`src/rtl/ncdf_pkg.sv`:
```
// Shared constants, types and tables of the normal CDF approximation unit.
package ncdf_pkg;

   localparam int IN_WIDTH_DEF  = 16;
   localparam int OUT_WIDTH_DEF = 16;

   // fraction bits of every internal value
   localparam int FB = 28;
   localparam logic [28:0] ONE = 29'(1) << FB;
   localparam logic [63:0] HALF_LSB = 64'd1 << (FB - 1);

   localparam int DIV_STEPS = 29;
   localparam int EXP_TERMS = 10;
   localparam int SQUARES   = 6;
   localparam int HORNER_STAGES = 6;

   localparam logic [27:0] K_RSQRT2 =
      28'(((64'd7071067812 << FB) + 64'd5000000000) / 64'd10000000000);
   localparam logic [26:0] K_P =
      27'(((64'd327591100 << FB) + 64'd500000000) / 64'd1000000000);

   localparam logic signed [31:0] K_A1 =
      $signed(32'(((64'd254829592 << FB) + 64'd500000000) / 64'd1000000000));
   localparam logic signed [31:0] K_A2 =
      -$signed(32'(((64'd284496736 << FB) + 64'd500000000) / 64'd1000000000));
   localparam logic signed [31:0] K_A3 =
      $signed(32'(((64'd1421413741 << FB) + 64'd500000000) / 64'd1000000000));
   localparam logic signed [31:0] K_A4 =
      -$signed(32'(((64'd1453152027 << FB) + 64'd500000000) / 64'd1000000000));
   localparam logic signed [31:0] K_A5 =
      $signed(32'(((64'd1061405429 << FB) + 64'd500000000) / 64'd1000000000));

   // Horner coefficients, highest order first
   localparam logic signed [31:0] HORNER_K [0:4] = '{K_A5, K_A4, K_A3, K_A2, K_A1};

   // ceil(2^33 / i): exact quotient of a 29-bit value by i after >> 33
   localparam int RECIP_SHIFT = 33;
   localparam logic [33:0] RECIP [1:10] = '{
      34'(((64'd1 << 33) + 64'd0) / 64'd1),
      34'(((64'd1 << 33) + 64'd1) / 64'd2),
      34'(((64'd1 << 33) + 64'd2) / 64'd3),
      34'(((64'd1 << 33) + 64'd3) / 64'd4),
      34'(((64'd1 << 33) + 64'd4) / 64'd5),
      34'(((64'd1 << 33) + 64'd5) / 64'd6),
      34'(((64'd1 << 33) + 64'd6) / 64'd7),
      34'(((64'd1 << 33) + 64'd7) / 64'd8),
      34'(((64'd1 << 33) + 64'd8) / 64'd9),
      34'(((64'd1 << 33) + 64'd9) / 64'd10)
   };

   // one step of the restoring reciprocal divider
   typedef struct packed {
      logic        neg;
      logic [29:0] den;
      logic [29:0] rem;
      logic [28:0] lo;
      logic [28:0] quo;
   } div_cell_type;

endpackage

```
`src/rtl/ncdf_div_cell.sv`:
```
// One restoring division cell: produces one quotient bit per request.
module ncdf_div_cell (
   input  logic                  clock,
   input  logic                  en,
   input  ncdf_pkg::div_cell_type prev,
   output ncdf_pkg::div_cell_type cell_ff
);
   import ncdf_pkg::*;

   logic [30:0]  shifted;
   logic [31:0]  diff;
   logic         ge;
   div_cell_type cell_in;

   always_comb begin
      shifted      = {prev.rem, prev.lo[28]};
      diff         = {1'b0, shifted} - {2'b00, prev.den};
      ge           = !diff[31];
      cell_in.neg  = prev.neg;
      cell_in.den  = prev.den;
      cell_in.rem  = ge ? diff[29:0] : shifted[29:0];
      cell_in.lo   = {prev.lo[27:0], 1'b0};
      cell_in.quo  = {prev.quo[27:0], ge};
   end

   always_ff @(posedge clock) begin
      if (en) begin
         cell_ff <= cell_in;
      end
   end

endmodule

```
`config.mk`:
```
export PLATFORM = sky130hd
export DESIGN_NAME = ncdf_div_cell
export DESIGN_NICKNAME = d
export VERILOG_FILES = /design/src/rtl/ncdf_pkg.sv /design/src/rtl/ncdf_div_cell.sv
export SDC_FILE = /design/constraint.sdc
export NUM_CORES = 1
export LEC_CHECK = 0
export ABC_AREA = 1
export BUFFER_PORTS_ARGS = -buffer_cell sky130_fd_sc_hd__buf_2
export CAP_MARGIN = 25
export CORE_MARGIN = 1.5
export CORE_UTILIZATION = 35
export DETAILED_ROUTE_END_ITERATION = 10
export SETUP_SLACK_MARGIN = 0.05
export SLEW_MARGIN = 20
export SYNTH_ARGS = -nofsm -noshare
export SYNTH_HDL_FRONTEND = slang
export SYNTH_SLANG_ARGS = --single-unit
export TNS_END_PERCENT = 50
```
`constraint.sdc`:
```
create_clock -name clock -period 3.8 [get_ports clock]
set_clock_uncertainty 0.1 [all_clocks]
set_input_delay 0.76 -clock clock [delete_from_list [all_inputs] [get_ports clock]]
set_output_delay 0.76 -clock clock [all_outputs]
set_load 0.01 [all_outputs]
```
Yosys cells after proc, flatten, opt, wreduce, memory -nomap -nowiden
Index checks and enable logic that the tools add are counted.
Widths: inputs -> output; s select.
Word-level totals
  bits of input ports: 121
  word-level logic and storage cells: 8
  bits in registers: 118
Cells by class
  multiplexer cells: 1
  reductions and logical operators: 1
  add/subtract/negate cells: 1
Operator list (count)
  $sub 31x30->32: 1
  $mux 30: 1
  $logic_not 1->1: 1

Logic depth before layout (Yosys ltp)
Gate-level depths: netlist of run 1.
  word-level depth: 2
  gate-level depth with buffers: 16
  mapped depth without buffers: 15

Worst setup path after synthesis of run 1
Ideal clock, no wire load.
  path type: input to register
  start: in prev[98] (netlist name)
  end: reg cell_ff[62] (netlist name), data pin
  cell stages on the path: 13
  setup slack: 1.335 ns
  data required time: 3.443 ns
  arrival: 2.108 ns
  cells stage by stage: inv_1 > ha_1 > nand2_1 > inv_1 > nand2_1 > nand2_1 > a21oi_1 > nand2_4 > nand2_4 > nand2_8 > inv_6 > buf_6 > o21ai_2
RTL lines
  start, declared: RTL line ncdf_div_cell.sv:5  | input ncdf_pkg::div_cell_type prev,
  end signal, assigned: RTL line ncdf_div_cell.sv:28  | cell_ff <= cell_in;
  end, declared: RTL line ncdf_div_cell.sv:6  | output ncdf_pkg::div_cell_type cell_ff

==> metrics.md, run 1 <==
| Metric | Value |
|---|---|
| GP Congestion | between 0.8 and 0.9 |
| Share of layout cells above drive strength 1 | about a third |
| Xor/xnor share of the synthesized area | under 10% |
| Post-synthesis cell count | about 700 |
| Setup TNS | 0 ns |
| H-Tree Depth | 4 |
| P&R area growth vs syn | 32.0% |
| Largest family of logic cells by synthesized area | simple AND/OR/NAND/NOR gates |
| Pleak | about 4.3 nW |
| DIE WIDTH | roughly 140 um |
| VDD IR max | slightly below 0.3 mV |
| HP Class | primary input to flop |
| Critical Path, Cell by Cell | buf_2 -> inv_1 -> ha_1 -> fa_1 -> inv_1 -> nand3_1 -> nand3_1 -> nand3_1 -> nand3_1 -> nand2_1 -> nand2_1 -> nand2_1 -> nand3_1 -> nand2_1 |
| Max_cap viols | 0 |
| Total GRT Usage | 18.0% |
| Maximum fanout along the worst path | 4 |
| RSZ-0062 raised after global routing | false |
| Hold Worst Slack | around 0.42 ns |
| Async S/R FF share, synth | 0% |
| Initial Util | between 30% and 40% |
| Minimum clock period | between 2 and 3 ns |
| Die footprint | between 15,000 and 20,000 um2 |
| Post-CTS Setup Bufs | 0 |
| Largest registers | cell_ff (118) |
| Run status | complete, no violations |
| Seq cells post-synth | between 100 and 150 |
| CP Capture Type | flop |
| Headroom to the max-slew limit | between 40% and 50% |
| Post-synthesis sequential area ratio | 55.2% |
| Die height | around 140 um |
| Crit path DAT | around 2.7 ns |
| Routed vias | between 5k and 6k |
| Routed wire per std cell | about 14 um |
| Hold wc startpoint | prev[118] |
| Detailed-router iteration count before antenna repair | 4 |
| CTS tree | yes |
| Final setup fails | 0 |
| WP buf/inv | 3 |
| Slowest Stage Delay on Critical Path | 0.42 ns |
| Nets | between 1k and 1.5k |
| Req. time, crit path | between 3 and 4 ns |
| Period utilization | between 60% and 70% |
| Worst-margin pin slew | 0.753 ns |
| Adder-cell area share of the yosys netlist | 6.16% |
| DPL Wire Length | about 13,000 um |
| PortBufs | ~240 |
| Initial antenna violation count | 0 |
| Fin. Hold Viols | 0 |
| Crit-path most repeated cell | nand3_1 |
| CTS buffer count | 17 |
| Post-CTS Hold Buffers | 0 |
| Share of synthesized cell area in and, or, nand and nor gates | around a quarter |
| Critical path's top delay family | simple AND/OR/NAND/NOR gates |
| Critical path startpoint category | primary input |
| Core area | 18,000 um2 |
| Vias in the first global route | between 5k and 6k |
| Diode count | 0 |
| Pins Over Slew Limit | 0 |
| CP max-delay cell | fa_1 |
| Critical Path Source | prev[57] |
| Vias per cell | 4.42 |
| Post-synthesis compound-gate area fraction | between 4 and 5% |
| CTS Sinks | ~120 |
| Power density over the cells | slightly below 500 nW/um2 |
| Synth cell types | 31 |
| First-pass GRT wire length | roughly 27,000 um |
| First-iteration detailed-routing DRC count | between 200 and 300 |
| Crit Path Category | primary input to flop |
| I/O pin count | 240 |
| Syn Area/Cell | 9.29 um2 |
| Clock tree buffer depth | 2 |
| GR Overflow Total | 0 |
| Antenna viol nets, final | 0 |
| Mux share of post-synthesis cell area | 0% |
| Top_reg_cell synth | edfxtp_1 |
| Yosys warnings | 0 |
| Total wire length | around 17,000 um |
| Fmax | between 300 and 400 MHz |
| # rows | 49 |
| Largest net degree at the start of global routing | 61 |
| Clock slew at reported path FFs | ~0.060 ns |
| Most flop-heavy register | cell_ff |
| Mapped Area | about 6400 um2 |
| Max reg flops | ~120 |
| Drt drc | 0 |
| Root buffer cell | clkbuf_16 |
| Post-CTS sizing | 0 |
| Post-Syn Nets | ~840 |
| Post-synth EDFFs | around 120 |
## Yosys cell counts, types with 2 or more instances
master    number  share of area, %
xnor2_1       11               1.5
o21bai_1       4              0.47
xor2_1         2              0.27
nand3b_1       6              0.70
inv_1        129               7.5
nor2_1        35               2.0
nor2_2         6              0.58
ha_1          30               5.8
edfxtp_1     118                55
inv_2          4              0.23
buf_6          4              0.70
nand2_1      230                13
o21ai_2       13               1.8
nor2_4         2              0.35
nand2_2       18               1.8
a21oi_1       19               1.5
or2_1          2              0.19
nand4_1        4              0.39
nand2_4        2              0.35
a21oi_2        2              0.27
nand3_1       38               3.0
o21ai_0        3              0.23
## through the flow
stage / util (%) / setup WS (ns) / std cells / total power, mW / instance area (um2)
CTS: 47.2 / 1.20 / 1183 / 4.15 / 8470
floorplan: - / 1.33 / 691 / 2.09 / 6420
global placement: 43.7 / 0.793 / 1152 / 2.38 / 7850
global route: 47.2 / 1.01 / 1183 / 4.28 / 8470
detailed placement: 43.7 / 0.775 / 1152 / 2.40 / 7850
finish: 47.2 / 1.19 / 1183 / 4.09 / 8470
## final cells by class
cell class                 count  area, um2
clock buffer                  17        425
clock inverter                14        201
fill                        1761       9490
multi-input combinational    433       2300
timing repair buffer         238       1210
tap                          229        287
inverter                     134        508
sequential                   118       3540
## routing by layer
metal / GRT usage, % / share of wire (%) / vias to the layer above
met4: 5.26 / 1.1 / 0
met5: 0 / 0 / -
li1: - / - / 2704
met3: 4.78 / 6.0 / 9
met2: 31.1 / 49 / 172
met1: 22.1 / 44 / 2344
## cells by family after synthesis
| group | after synthesis |
|---|---|
| adders and majority gates | 31 |
| AOI/OAI and AO/OA | 41 |
| other | 1 |
| and+or+nand+nor | 347 |
| xor gates and xnor gates | 13 |
| DFF | 118 |
| buffers and inverters | 140 |
## placed cells by master (no fill, tap or decap), types with 3 or more instances in the layout
cell type  netlist  routed
nand3b_1         6       6
nand4_1          4       4
inv_2            4       4
bufinv_16        0       4
buf_2            0     236
nor2_2           6       6
edfxtp_1       118     118
inv_1          129     129
nand3_1         38      38
ha_1            30      30
nand2_2         18      18
nor2_1          35      35
o21ai_0          3       3
o21bai_1         4       4
nand2_1        230     230
clkinv_4         0       5
o21ai_2         13      13
xnor2_1         11      11
clkbuf_16        0      17
a21oi_1         19      19
## worst paths after layout
kind,end,slack (ns),cells after the start
hold / removal,cell_ff[118]$_DFFE_PP_,0.42,1
setup / recovery,cell_ff[86]$_DFFE_PP_,1.19,14
## power breakdown
| group | switching [mW] | internal [mW] |
|---|---|---|
| logic | 0.460 | 0.287 |
| clock network | 0.626 | 1.10 |
| registers | 0.0280 | 1.59 |
Note: power is estimated with default switching activity, not from simulation.
==> inputs of run 2 (changes only) <==
--- a/config.mk
+++ b/config.mk
@@ -5,7 +5,7 @@
 export SDC_FILE = /design/constraint.sdc
 export NUM_CORES = 1
 export LEC_CHECK = 0
-export ABC_AREA = 1
+export ABC_AREA = 0
 export BUFFER_PORTS_ARGS = -buffer_cell sky130_fd_sc_hd__buf_2
 export CAP_MARGIN = 25
 export CORE_MARGIN = 1.5
==> constraint.sdc (replaced) <==
create_clock -name clock -period 2.23 [get_ports clock]
set_clock_uncertainty 0.1 [all_clocks]
set_input_delay 0.446 -clock clock [delete_from_list [all_inputs] [get_ports clock]]
set_output_delay 0.446 -clock clock [all_outputs]
set_load 0.01 [all_outputs]
==> run 2 against run 1 <==
The run now ends with setup timing left. Setup slack got worse by 1.5 ns. Global-route usage grew 0.16 points. Utilization up 9.0 points. Hold slack got worse by 0.31 ns. Via count down 12%. Cell count fell by 16%. Combinational power increased by 120%. Sequential power grew 72%. Critical path depth decreased by 2. Synthesized area decreased by 10%. Critical path type unchanged. Largest cell class unchanged. Largest power group is now sequential cells.
==> metrics.md, run 2 <==
| Metric | Value |
|---|---|
| CTS buffer count | 17 (unchanged) |
| Synth top cells by count | 118 x edfxtp_1, 37 x inv_1, 30 x a21oi_1, 30 x ha_1 (was 230 x nand2_1, 129 x inv_1, 118 x edfxtp_1) |
| DPL Wire Length | 12,300 um (was 13,200 um) |
| Power density over the cells | 795 nW/um2 (was 483 nW/um2) |
| Vias in the first global route | 4,784 (was 5,143) |
| Slowest Stage Delay on Critical Path | 0.31 ns (was 0.42 ns) |
| Final setup margin | -0.289 ns (was 1.19 ns) |
| Total wire length | 15,700 um (was 16,900 um) |
| Critical path's top delay family | buffers and inverters (was simple AND/OR/NAND/NOR gates) |
| WP buf/inv | 5 (was 3) |
| Largest net degree at the start of global routing | 36 (was 61) |
| I/O pin count | 240 (unchanged) |
| Vias per cell | 4.62 (was 4.42) |
| Antenna viol nets, final | 0 (unchanged) |
| CTS tree | yes (unchanged) |
| Critical Path, Cell by Cell | buf_2 -> inv_1 -> ha_1 -> buf_4 -> nand3_1 -> buf_4 -> nor3_1 -> nand3_1 -> o2111ai_2 -> nand2_4 -> clkbuf_16 -> mux2_4 (was buf_2 -> inv_1 -> ha_1 -> fa_1 -> inv_1 -> nand3_1 -> nand3_1 -> nand3_1 -> nand3_1 -> nand2_1 -> nand2_1 -> nand2_1 -> nand3_1 -> nand2_1) |
| Syn Area/Cell | 13.8 um2 (was 9.29 um2) |
| Die footprint | 17,300 um2 (was 19,200 um2) |
| Top-area cell type share of the netlist area | 61.3% (was 55.2%) |
| CTS Sinks | 118 (unchanged) |
| First-pass GRT wire length | 24,300 um (was 26,700 um) |
| Root buffer cell | clkbuf_16 (unchanged) |
| Diode count | 0 (unchanged) |
| Period utilization | 113% |
| Req. time, crit path | 2.29 ns (was 3.87 ns) |
| Most flop-heavy register | cell_ff (unchanged) |
| RSZ-0062 raised after global routing | true (was false) |
| Final setup fails | 31 (was 0) |
| Clock slew at reported path FFs | 0.06 ns (about the same) |
| Async S/R FF share, synth | 0% (unchanged) |
| Most common cell after layout, fill and taps aside | buf_2 (unchanged) |
| Max_cap viols | 0 (unchanged) |
| DIE WIDTH | 131 um (was 138 um) |
| Most common cell in the synthesized netlist | edfxtp_1 (was nand2_1) |
| Fill cells | 1,370 (was 1,761) |
| CP Capture Type | flop (unchanged) |
| Mapped Area | 5780 um2 (was 6420 um2) |
| Die height | 131 um (was 138 um) |
| Routed vias | 4,594 (was 5,229) |
| Minimum clock period | ~2.5 ns |
| Largest registers | cell_ff (118) (unchanged) |
| # rows | 46 (was 49) |
| Drt drc | 0 (unchanged) |
| PortBufs | 237 (unchanged) |
| GR Overflow Total | 0 (unchanged) |
| CP max-delay cell | ha_1 (was fa_1) |
| First-iteration detailed-routing DRC count | 195 (was 269) |
| Seq cells post-synth | 118 (unchanged) |
| HP Class | primary input to flop (unchanged) |
| GP Congestion | 0.812 (was 0.889) |
| Post-Syn Nets | 572 (was 843) |
| Yosys warnings | 0 (unchanged) |
| Crit Path Category | primary input to flop (unchanged) |
| Top_reg_cell synth | edfxtp_1 (unchanged) |
| Run status | complete, but fails checks (was complete, no violations) |
| Sequential cell area | 3540 um2 (unchanged) |
| Post-synthesis sequential area ratio | 61.3% (was 55.2%) |
| P&R area growth vs syn | 55.5% (was 32.0%) |
| Crit path DAT | 2.58 ns (was 2.68 ns) |
| Pre-CTS setup slack | -0.976 ns (was 0.775 ns) |
| Most frequent cells in the layout | 227 x buf_2, 118 x edfxtp_1, 104 x buf_4, 32 x inv_1, 24 x a21oi_1 (was 236 x buf_2, 230 x nand2_1, 129 x inv_1, 118 x edfxtp_1, 38 x nand3_1) |
| Post-synth EDFFs | 118 (unchanged) |
| Pins Over Slew Limit | 0 (unchanged) |
| Clock tree buffer depth | 2 (unchanged) |
| Multi-input logic area | 2290 um2 (was 2300 um2) |
| Maximum fanout along the worst path | 8 (was 4) |
| Biggest area consumer among synthesized cells | edfxtp_1 (unchanged) |
| Critical path startpoint category | primary input (unchanged) |
| Routed wire per std cell | 15.8 um (was 14.3 um) |
| Initial antenna violation count | 0 (unchanged) |
| Detailed-router iteration count before antenna repair | 4 (unchanged) |
| H-Tree Depth | 4 (unchanged) |
| Synth cell types | 56 (was 31) |
| Max reg flops | 118 (unchanged) |
| Share of layout cells above drive strength 1 | 57.8% (was 33.5%) |
| Post-synthesis cell count | 420 (was 691) |
| Fin. Hold Viols | 0 (unchanged) |
| VDD IR max | 0.496 mV (was 0.298 mV) |
| Total GRT Usage | 18.2% (was 18.0%) |
| Nets | 918 (was 1,094) |
| Failing checks | setup timing |
| Pleak | 4.04 nW (was 4.28 nW) |
| Core area | 16,000 um2 (was 18,000 um2) |
| Fmax | between 300 and 400 MHz |
| Synth area leaders | edfxtp_1 61%, ha_1 6.5%, mux2_4 5.2%, xnor2_1 2.7%, a21oi_1 2.6% (was edfxtp_1 55%, nand2_1 13%, inv_1 7.5%, ha_1 5.8%, nand3_1 3.0%) |
| Setup TNS | -7.94 ns (was 0 ns) |
| Initial Util | 36.1% (was 35.7%) |
[run 2: cell count changes after synthesis, sizes merged, moves of 4 or more]
cell | previous run | this run
nand3b | 6 | 0
inv | 134 | 38
nand2b | 0 | 4
nand2 | 251 | 21
xor2 | 2 | 7
nor2 | 43 | 19
a21oi | 21 | 31
mux2 | 0 | 26
a211oi | 0 | 4
a21o | 0 | 11
nand3 | 38 | 6
buf | 6 | 14
a31oi | 0 | 6
xnor2 | 11 | 18
[run 2: power breakdown]
part | internal [mW] | switching, mW
combinational | 0.857 | 0.772
sequential | 2.71 | 0.0540
clock | 1.67 | 1.07
[run 2: final timing paths]
| path | start | cells after the start | to | slack, ns |
|---|---|---|---|---|
| setup / recovery | prev[108] | 12 | cell_ff[69]$_DFFE_PP_ | -0.29 |
| hold / removal | prev[56] | 1 | cell_ff[57]$_DFFE_PP_ | 0.10 |
[run 2: final cells by class]
class | instances | share of cell area, %
inverter | 38 | 1.76
clock inverter | 15 | 1.89
sequential | 118 | 39.5
tap | 216 | 3.01
multi-input combinational | 247 | 25.6
clock buffer | 17 | 4.74
timing repair buffer | 344 | 23.6
[run 2: cell families after synthesis]
family,Yosys count,share of synthesized area (%)
compound gates,93,11.0
xor+xnor,25,3.79
fa+ha+maj,31,6.84
buf+inv,55,4.50
flops,118,61.3
mux,29,6.89
other cells,1,0.0649
simple gates,68,5.59
[run 2: repair_timing]
action	CTS	global route
gates resized for setup	40	21
setup endpoints to repair	31	31
pin swaps	15	3
hold buffers	0	0
setup buffers	2	3
cloned	0	1
[run 2: per-layer routing]
layer	track usage [%]	vias up	routed length (um)
li1	-	2252	-
met1	20.0	2176	6190
met2	33.7	155	8490
met3	4.98	11	853
met4	5.74	0	148
met5	0	-	0
[run 2: per-stage QoR]
step / cell area [um2] / total power [mW] / instances / hold slack, ns / utilization (%)
3_5_place_dp: 8010 / 4.33 / 957 / 0.524 / 50.1
4_1_cts: 8810 / 7.16 / 991 / 0.0921 / 55.1
5_1_grt: 8980 / 7.45 / 995 / 0.0880 / 56.1
6_report: 8980 / 7.14 / 995 / 0.104 / 56.1
2_1_floorplan: 5870 / 3.61 / 420 / 0.445 / -
3_3_place_gp: 8010 / 4.30 / 957 / 0.522 / 50.1
==> inputs of run 3 (changes only) <==
--- a/config.mk
+++ b/config.mk
@@ -9,7 +9,7 @@
 export BUFFER_PORTS_ARGS = -buffer_cell sky130_fd_sc_hd__buf_2
 export CAP_MARGIN = 25
 export CORE_MARGIN = 1.5
-export CORE_UTILIZATION = 35
+export CORE_UTILIZATION = 24
 export DETAILED_ROUTE_END_ITERATION = 10
 export SETUP_SLACK_MARGIN = 0.05
 export SLEW_MARGIN = 20
==> run 3 against run 2 <==
The flow still finishes with violations (setup timing). Count of clock-buffer cells in the layout is the same. Critical path depth stayed put. Power decreased by 0.95%. Flip-flop and latch count is the same. Cell count up 11%. Non-clock buffer count up 4.
==> metrics.md, run 3 (same netlist as run 2, synthesis figures left out) <==
| Metric | Value |
|---|---|
| Min-Delay Endpoint | cell_ff[39]$_DFFE_PP_ (was cell_ff[57]$_DFFE_PP_) |
| Nets | 922 (was 918) |
| GR Overflow Total | 0 (unchanged) |
| CTS buffer count | 17 (unchanged) |
| # rows | 56 (was 46) |
| Critical path startpoint category | primary input (unchanged) |
| Die height | 158 um (was 131 um) |
| CTS Sinks | 118 (unchanged) |
| Initial antenna violation count | 2 (was 0) |
| I/O pin count | 240 (unchanged) |
| Failing checks | setup timing (unchanged) |
| Pleak | 4.06 nW (was 4.04 nW) |
| Req. time, crit path | 2.29 ns (about the same) |
| Final setup fails | 31 (unchanged) |
| Vias per cell | 4.21 (was 4.62) |
| Highest metal used | met4 (unchanged) |
| Share of layout cells above drive strength 1 | 59.0% (was 57.8%) |
| Most frequent cells in the layout | 226 x buf_2, 118 x edfxtp_1, 103 x buf_4, 30 x inv_1, 26 x mux2_4 (was 227 x buf_2, 118 x edfxtp_1, 104 x buf_4, 32 x inv_1, 24 x a21oi_1) |
| First-iteration detailed-routing DRC count | 222 (was 195) |
| Post-CTS Hold Buffers | 0 (unchanged) |
| VDD IR max | 0.454 mV (was 0.496 mV) |
| Pwr Total | 7.07 mW (was 7.14 mW) |
| Fmax | 390 MHz (was 397 MHz) |
| Vias in the first global route | 4,487 (was 4,784) |
| CP Capture Type | flop (unchanged) |
| Crit Path Category | primary input to flop (unchanged) |
| Core area | 23,500 um2 (was 16,000 um2) |
| Total wire length | 16,800 um (was 15,700 um) |
| Post-DP Area | 8120 um2 (was 8010 um2) |
| Die footprint | 25,000 um2 (was 17,300 um2) |
| Total GRT Usage | 13.0% (was 18.2%) |
| Most flop-heavy register | cell_ff (unchanged) |
| Finished Layout Cells | 1,102 (was 995) |
| Max reg flops | 118 (unchanged) |
| GP Congestion | 0.802 (was 0.812) |
| Run status | complete, but fails checks (unchanged) |
| Fin. Hold Viols | 0 (unchanged) |
| Met2 WL post-DR | 8490 um (about the same) |
| DIE WIDTH | 158 um (was 131 um) |
| PortBufs | 237 (unchanged) |
| CTS tree | yes (unchanged) |
| Hold Crit Depth | 1 (unchanged) |
| Power density over the cells | 768 nW/um2 (was 795 nW/um2) |
| M1 WL | 6780 um (was 6190 um) |
| First-pass GRT wire length | 24,000 um (was 24,300 um) |
| P&R area growth vs syn | 59.3% (was 55.5%) |
| Final instance area | 9200 um2 (was 8980 um2) |
| Routed vias | 4,635 (was 4,594) |
| Drt drc | 0 (unchanged) |
| Largest registers | cell_ff (118) (unchanged) |
| Finished Core Util | 39.1% (was 56.1%) |
| Detailed-router iteration count before antenna repair | 4 (unchanged) |
| Clock slew at reported path FFs | 0.06 ns (about the same) |
| Largest net degree at the start of global routing | 34 (was 36) |
| Max_cap viols | 0 (unchanged) |
| Root buffer cell | clkbuf_16 (unchanged) |
| Clock tree buffer depth | 2 (unchanged) |
| Hold wc startpoint | prev[38] (was prev[56]) |
| Final setup margin | -0.335 ns (was -0.289 ns) |
| Period utilization | 115% (was 113%) |
| Crit path DAT | 2.62 ns (was 2.58 ns) |
| Placed cell count | 1,058 (was 957) |
| Most common cell after layout, fill and taps aside | buf_2 (unchanged) |
| Maximum fanout along the worst path | 9 (was 8) |
| Initial Util | 24.5% (was 36.1%) |
| Routed wire per std cell | 15.2 um (was 15.8 um) |
| Setup TNS | -9.14 ns (was -7.94 ns) |
| Antenna viol nets, final | 0 (unchanged) |
| Minimum clock period | 2.57 ns (was 2.52 ns) |
| Pins Over Slew Limit | 0 (unchanged) |
| RSZ-0062 raised after global routing | true (unchanged) |
| Routed wl met3 | 1270 um (was 853 um) |
| DPL Wire Length | 12,700 um (was 12,300 um) |
| HP Class | primary input to flop (unchanged) |
| H-Tree Depth | 4 (unchanged) |
==> run 3: cell types whose count changed in the layout (fill, tap and decap cells not counted), moves of 2 or more <==
cell	change
buf_6	+4
clkinv_4	+3
inv_6	-3
mux2_4	+3
ha_4	+2
inv_1	-2
mux2_1	-2
==> run 3: power by group <==
group          total (mW)  internal, mW  leakage (nW)  switching (mW)
Sequential           2.76          2.71          1.15          0.0502
Combinational        1.71         0.900          2.64           0.808
Clock                2.60          1.53         0.265            1.07
==> run 3: worst max path at each step <==
stage | from | to | slack [ns] | cells after the start
2_1_floorplan | prev[57] | cell_ff[84]$_DFFE_PP_ | -0.58 | 11
3_3_place_gp | prev[57] | cell_ff[84]$_DFFE_PP_ | -0.99 | 12
3_5_place_dp | prev[57] | cell_ff[84]$_DFFE_PP_ | -0.97 | 12
4_1_cts | prev[57] | cell_ff[82]$_DFFE_PP_ | -0.39 | 12
5_1_grt | prev[89] | cell_ff[75]$_DFFE_PP_ | -0.41 | 12
6_report | prev[89] | cell_ff[75]$_DFFE_PP_ | -0.34 | 12
==> run 3: cell type report <==
type / instances / area [um2]
Antenna cell: 1 / 2.50
Clock buffer: 17 / 425
Clock inverter: 14 / 130
Fill cell: 2283 / 14300
Inverter: 38 / 160
Multi-Input combinational cell: 247 / 2350
Sequential cell: 118 / 3540
Tap cell: 319 / 399
Timing Repair Buffer: 348 / 2190
==> run 3: stage by stage <==
stage	hold slack (ns)	setup WS, ns
after CTS	0.0782	-0.392
after global routing	0.0753	-0.414
final	0.101	-0.335
after detailed placement	0.524	-0.970
after global placement	0.523	-0.987
after floorplan	0.445	-0.576
==> run 3: worst max-delay path, stage by stage <==
cell,delay (ns)
buf_8,0.10
inv_4,0.05
ha_4,0.19
nor2b_4,0.12
o31a_1,0.34
o21ai_4,0.23
o21ai_4,0.10
a31oi_4,0.21
o2111ai_2,0.14
nand2_4,0.19
buf_12,0.18
mux2_4,0.31
==> run 3: metal layers <==
layer | vias to the layer above | global-route usage (%)
li1 | 2264 | -
met1 | 2175 | 14.3
met2 | 183 | 23.1
met3 | 13 | 4.85
met4 | 0 | 4.09
met5 | - | 0
==> run 3: timing repair <==
item | CTS | global route
setup endpoints to repair | 31 | 31
hold endpoints to repair | 0 | 0
pin swaps | 16 | 20
resized for setup | 42 | 37
cloned | 1 | 1
buffers inserted | 6 | 4
